[config.mk]
export PLATFORM = sky130hd
export DESIGN_NAME = lmbs_ctrl
export DESIGN_NICKNAME = d
export VERILOG_FILES = /design/src/rtl/lmbs_pkg.sv /design/src/rtl/lmbs_ctrl.sv
export SDC_FILE = /design/constraint.sdc
export NUM_CORES = 1
export LEC_CHECK = 0
export ABC_AREA = 1
export BUFFER_PORTS_ARGS = -buffer_cell sky130_fd_sc_hd__buf_2
export CORE_MARGIN = 1
export CORE_UTILIZATION = 45
export CTS_BUF_LIST = sky130_fd_sc_hd__clkbuf_8 sky130_fd_sc_hd__clkbuf_16
export CTS_CLUSTER_DIAMETER = 80
export DETAILED_ROUTE_END_ITERATION = 8
export GPL_ROUTABILITY_DRIVEN = 1
export GPL_TIMING_DRIVEN = 0
export PLACE_DENSITY = 0.88
export SYNTH_ARGS = -nofsm -noshare
export SYNTH_HDL_FRONTEND = slang
export SYNTH_SLANG_ARGS = --single-unit
[constraint.sdc]
create_clock -name clock -period 1.6 [get_ports clock]
set_clock_uncertainty 0.05 [all_clocks]
set_input_delay 0.16 -clock clock [delete_from_list [all_inputs] [get_ports clock]]
set_output_delay 0.16 -clock clock [all_outputs]
set_load 0.03 [all_outputs]
[src/rtl/lmbs_pkg.sv]
// ----------------------------------------------------------------------------
// LED matrix bit-plane scanner package
// Shared types, codes and constants for the scanner controller and datapath.
// ----------------------------------------------------------------------------
package lmbs_pkg;

   // Default geometry of the panel.
   localparam int COLUMNS_DEF   = 128;
   localparam int ROW_PAIRS_DEF = 16;
   localparam int PLANES_DEF    = 4;

   // Widest column pair index and frame store address over the legal geometry.
   localparam int PAIR_W_MAX = 7;
   localparam int ADDR_W_MAX = 13;

   // Configuration port.
   localparam int CSR_INDEX_W = 2;
   localparam int CSR_DATA_W  = 6;

   localparam logic [CSR_INDEX_W-1:0] CSR_BRIGHTNESS = 2'd0;
   localparam logic [CSR_INDEX_W-1:0] CSR_COLOUR     = 2'd1;
   localparam logic [CSR_INDEX_W-1:0] CSR_PANEL      = 2'd2;

   // Request actions.
   localparam logic [1:0] ACT_WRITE  = 2'd0;
   localparam logic [1:0] ACT_COMMIT = 2'd1;
   localparam logic [1:0] ACT_SCAN   = 2'd2;

   typedef struct packed {
      logic [1:0] action;
      logic [4:0] pixel_row;
      logic [6:0] pixel_col;
      logic [3:0] pixel_planes;
   } req_type;

   typedef struct packed {
      logic [5:0] column_pair;
      logic [2:0] top_even_rgb;
      logic [2:0] bottom_even_rgb;
      logic [2:0] top_odd_rgb;
      logic [2:0] bottom_odd_rgb;
      logic       blank_even;
      logic       blank_odd;
      logic [3:0] row_address;
      logic [1:0] plane_index;
      logic [5:0] hold_time;
      logic       swap_pending;
      logic       last;
   } rsp_type;

   // Commands from the controller to the datapath.
   typedef struct packed {
      logic                  clr_we;
      logic [ADDR_W_MAX-1:0] clr_addr;
      logic                  pix_write;
      logic                  commit;
      logic                  rd_en;
      logic [PAIR_W_MAX-1:0] rd_pair;
      logic                  load;
      logic [PAIR_W_MAX-1:0] load_pair;
      logic                  load_last;
      logic                  scan_done;
   } cmd_type;

   // Status from the datapath to the controller.
   typedef struct packed {
      logic out_free;
   } stat_type;

   // Panel hold time in microseconds for each bit plane.
   function automatic logic [5:0] hold_us(input logic [2:0] plane);
      logic [5:0] t;
      unique case (plane)
         3'd0:    t = 6'd1;
         3'd1:    t = 6'd2;
         3'd2:    t = 6'd30;
         default: t = 6'd45;
      endcase
      return t;
   endfunction

endpackage

[src/rtl/lmbs_ctrl.sv]
// ----------------------------------------------------------------------------
// LED matrix scanner controller
// Clearing pass, request acceptance and column pair sequencing of a scan.
// ----------------------------------------------------------------------------
module lmbs_ctrl #(
   parameter int COLUMNS   = 128,
   parameter int ROW_PAIRS = 16
) (
   input  logic               clock,
   input  logic               reset,
   input  logic               req_valid,
   input  lmbs_pkg::req_type  req_payload,
   output logic               req_stall,
   input  lmbs_pkg::stat_type stat,
   output lmbs_pkg::cmd_type  cmd
);
   import lmbs_pkg::*;

   localparam int PAIRS = COLUMNS / 2;
   localparam int PW    = (PAIRS > 1) ? $clog2(PAIRS) : 1;
   localparam int RW    = (ROW_PAIRS > 1) ? $clog2(ROW_PAIRS) : 1;
   localparam int AW    = 1 + RW + PW;
   localparam int IW    = $clog2(PAIRS + 1);

   localparam logic [1:0] ST_CLEAR = 2'd0;
   localparam logic [1:0] ST_IDLE  = 2'd1;
   localparam logic [1:0] ST_SCAN  = 2'd2;

   logic [1:0]    state_ff, state_in;
   logic [AW-1:0] clr_addr_ff, clr_addr_in;
   logic [IW-1:0] issue_ff, issue_in;
   logic [PW-1:0] pend_pair_ff, pend_pair_in;
   logic          rd_pend_ff, rd_pend_in;
   logic          accept;
   logic          move;
   logic          issue;
   logic          done;

   assign req_stall = (state_ff != ST_IDLE);
   assign accept    = req_valid && !req_stall;

   // A fetched pair moves to the output register when that register is free.
   assign move  = rd_pend_ff && stat.out_free;
   assign issue = (state_ff == ST_SCAN) && (issue_ff < IW'(PAIRS)) && (!rd_pend_ff || move);
   assign done  = move && (pend_pair_ff == PW'(PAIRS - 1));

   always_comb begin
      state_in     = state_ff;
      clr_addr_in  = clr_addr_ff;
      issue_in     = issue ? issue_ff + 1'b1 : issue_ff;
      rd_pend_in   = issue ? 1'b1 : (move ? 1'b0 : rd_pend_ff);
      pend_pair_in = issue ? issue_ff[PW-1:0] : pend_pair_ff;
      unique case (state_ff)
         ST_CLEAR: begin
            clr_addr_in = clr_addr_ff + 1'b1;
            if (clr_addr_ff == '1) begin
               state_in = ST_IDLE;
            end
         end
         ST_IDLE: begin
            if (accept && (req_payload.action == ACT_SCAN)) begin
               state_in = ST_SCAN;
               issue_in = '0;
            end
         end
         ST_SCAN: begin
            if (done) begin
               state_in = ST_IDLE;
            end
         end
         default: begin
            state_in = ST_IDLE;
         end
      endcase
   end

   always_comb begin
      cmd           = '0;
      cmd.clr_we    = (state_ff == ST_CLEAR);
      cmd.clr_addr  = ADDR_W_MAX'(clr_addr_ff);
      cmd.pix_write = accept && (req_payload.action == ACT_WRITE);
      cmd.commit    = accept && (req_payload.action == ACT_COMMIT);
      cmd.rd_en     = issue;
      cmd.rd_pair   = PAIR_W_MAX'(issue_ff[PW-1:0]);
      cmd.load      = move;
      cmd.load_pair = PAIR_W_MAX'(pend_pair_ff);
      cmd.load_last = (pend_pair_ff == PW'(PAIRS - 1));
      cmd.scan_done = done;
   end

   always_ff @(posedge clock) begin
      if (reset) begin
         state_ff    <= ST_CLEAR;
         clr_addr_ff <= '0;
         issue_ff    <= '0;
         rd_pend_ff  <= 1'b0;
      end else begin
         state_ff    <= state_in;
         clr_addr_ff <= clr_addr_in;
         issue_ff    <= issue_in;
         rd_pend_ff  <= rd_pend_in;
      end
   end

   always_ff @(posedge clock) begin
      pend_pair_ff <= pend_pair_in;
   end

   a_done_to_idle: assert property (@(posedge clock) disable iff (reset)
      done |=> (state_ff == ST_IDLE))
      else $error("scan end did not return the controller to idle");

   a_no_pend_outside_scan: assert property (@(posedge clock) disable iff (reset)
      (state_ff != ST_SCAN) |-> !rd_pend_ff)
      else $error("fetched pair left pending outside a scan");

   a_scan_starts_clean: assert property (@(posedge clock) disable iff (reset)
      ((state_ff == ST_SCAN) && (issue_ff == '0)) |-> !rd_pend_ff)
      else $error("scan started with a stale fetched pair");

endmodule

==> results by group <==
Outcome
  • Status: finished, violations left
  • Failing checks: design-rule violations

Logic synthesis
  • Synth area leaders: dfxtp_1 31%, edfxtp_1 13%, nand2_1 9.2%
  • Post-synthesis mux area share: 0%
  • Post-synthesis xor/xnor area fraction: approximately 2%
  • Adder-cell share of the synthesized area: 1.854%
  • Main combinational cell family by area after synthesis: simple AND/OR/NAND/NOR gates
  • Register area share after synthesis: 44.49%
  • Synth Area per Inst: 7.715 um^2
  • FF+latch count, synth: 27
  • Simple-gate share of the synthesized area: between 20% and 30%
  • Area of the mapped netlist: 1350 um^2
  • Synth Warn #: 0
  • Async S/R FF share, synth: 0%
  • Unique masters post-synth: 27
  • Top cell type's share of synthesized area: between 30% and 40%
  • Largest area contributor in the netlist: dfxtp_1
  • Synth Area in Compound Gates: approximately 8%
  • Cell count after synthesis: between 150 and 200
  • Top_reg_cell synth: dfxtp_1
  • Post-synth EDFFs: 6

Worst setup path
  • Worst Path Max Fanout: 2
  • Worst setup SP type: register
  • R2R setup slack: 130 ps
  • Crit. Startpoint: rd_pend_ff
  • Reg2Reg Depth: 10
  • FF-to-FF Start: state_ff[1]
  • Critical Path Sink Type: output pin
  • Worst Setup EP: cmd[17]
  • Worst R2R End: issue_ff[3]
  • CP arrival: 1300 ps
  • Worst path required time: 1390 ps
  • WS Path Type: reg2out

Final layout
  • Diode count: 0
  • Leading cell type in the layout, fill and taps excluded: buf_2
  • Commonest non-fill, non-tap cells in the layout: 35 x buf_2, 33 x nand2_1, 23 x inv_1, 20 x nor2_1, 19 x dfxtp_1
  • Fillers: 242
  • Fraction of layout cells with a size suffix above 1: 30.14%
  • Sequential cell area: 605.6 um^2
  • Final net count: 244
  • Multi-input logic area: 566.8 um^2
  • P&R area growth vs syn: 21.96%

Power and ir drop
  • Peak supply drop: 612.6 uV
  • LEAKAGE: 0.8027 nW
  • PwrDens: 868.5 nW/um^2

Global routing
  • Largest net degree at the start of global routing: 16
  • Global-route wire length before repair: 4.057 mm
  • Initial antenna violation count: 0
  • Number of global-route vias before repair: 989
  • All-Layer GR Usage: 15.93%
  • GR Overflow Total: 0

Clock tree
  • CTS clock-pin slew for the worst setup and hold paths: 100 ps
  • Hold Buf Count CTS: 0
  • CTS tree: done
  • Worst-Skew Late Latency: 270 ps
  • Number of H-tree levels: 1
  • CTS buffer count: 3
  • Max Buffers Root-to-Sink: 2
  • CTS Root Cell: clkbuf_8
  • # clock sinks: 27

Timing
  • Pins over their slew limit: 0
  • Setup ws final: 86.55 ps
  • RSZ-0062 raised after global routing: no
  • Fmax: 660.7 MHz
  • Final critical-path required period: 1513 ps
  • Final worst path period share: 94.59%
  • Final-report hold violation count: 0
  • Final Setup Violations: 0
  • Setup TNS: 0 ps

Route
  • WL final: 2.478 mm
  • Post-route ant nets: 0
  • # DRC: 10
  • First-pass DRT Iterations: 6
  • Vias per cell: between 4 and 5
  • Initial DRC count: 40
  • Via count: 1168
  • WL/cell: 9.912 um

Floorplan
  • Die ar.: 3223 um^2
  • CORE AREA: roughly 2800 um^2
  • Cell Rows: 19
  • IO Count: 57
  • Die width: 56.78 um
  • Die height: approximately 57 um
  • Initial Util: 48.13%

Placed design
  • Routability cong.: about 0.78
  • Pre-CTS setup slack: approximately 160 ps
  • Hpwl dp: 1.806 mm
  • I/O Buffers: 36

Min path
  • Hold Path Depth: 2
  • Hold Crit Class: in2reg

Flow run
  • Max Cap Violations: 0
[cells by family (layout without fill, tap and decap cells)]
logic type	after synthesis	after routing
and+or+nand+nor	82	82
buffers and inverters	40	81
xor gates and xnor gates	3	3
other	1	4
AOI/OAI and AO/OA	20	20
adders and majority gates	2	2
DFF	27	27
[report_power, final]
part           switching (mW)  leakage (nW)  internal, mW  total, mW
clock                   0.214        0.0255         0.175      0.389
sequential             0.0440         0.227         0.725      0.769
combinational           0.180         0.550        0.0920      0.272
total                   0.438         0.803         0.992       1.43
[worst min path at each step]
stage / end / start
finish: state_ff[1] / reset
floorplan: rd_pend_ff / reset
detailed placement: clr_addr_ff[0] / reset
CTS: state_ff[1] / reset
global route: state_ff[1] / reset
global placement: state_ff[1] / reset
[synthesized netlist by cell type (2+ instances only)]
master     n
buf_4     13
o21ai_0    3
nand3_1   10
nand2_1   33
ha_1       2
inv_1     23
xnor2_1    2
nor2_1    20
nor2_2     2
dfxtp_1   21
edfxtp_1   6
inv_2      3
a21oi_1   14
nor3_1     9
o21bai_1   2
[worst max-delay path: stages, from the launching register on]
cell and delay, ps:
dfxtp_1 350, inv_1 40, nor2_1 300, nor2_8 40, buf_4 130, clkbuf_4 170
[layout make-up]
class / instances / area share, %
plain buffers: 13 / 5.927
clock buffers: 3 / 2.508
clock inverters: 1 / 0.3040
inverters: 27 / 6.155
multi-input cells: 111 / 34.42
flip-flops and latches: 27 / 36.78
well taps: 31 / 2.356
repair buffers: 37 / 11.55
[routing by layer]
layer  vias to the layer above  track usage (%)  share of wire [%]
li1                        626                -                  -
met1                       506            22.09                 50
met2                        32            24.83                 45
met3                         4            2.304                3.9
met4                         0            6.620                1.5
met5                         -                0                  0
[metrics by stage]
step	util [%]	instance area (um^2)	hold slack, ps	power [mW]	instances
floorplan	-	1361	179.1	0.9778	178
global placement	56.33	1580	393.1	1.045	245
detailed placement	56.33	1580	403.0	1.047	245
CTS	58.30	1635	98.20	1.431	250
global route	58.70	1647	104.3	1.490	250
finish	58.70	1647	87.01	1.430	250
[state kept, by name (all words and copies together) (netlist names)]
name,cells
issue_ff,7
rd_pend_ff,1
pend_pair_ff,6
state_ff,2
clr_addr_ff,11
[what timing repair did]
item                                   4_1_cts  5_1_grt
pin swaps                                    1        1
setup endpoints to repair                    1        3
setup buffers                                1        0
gates resized for setup                      1        4
endpoints found under the hold margin        0        0
Power figures use the tool's default switching activity.
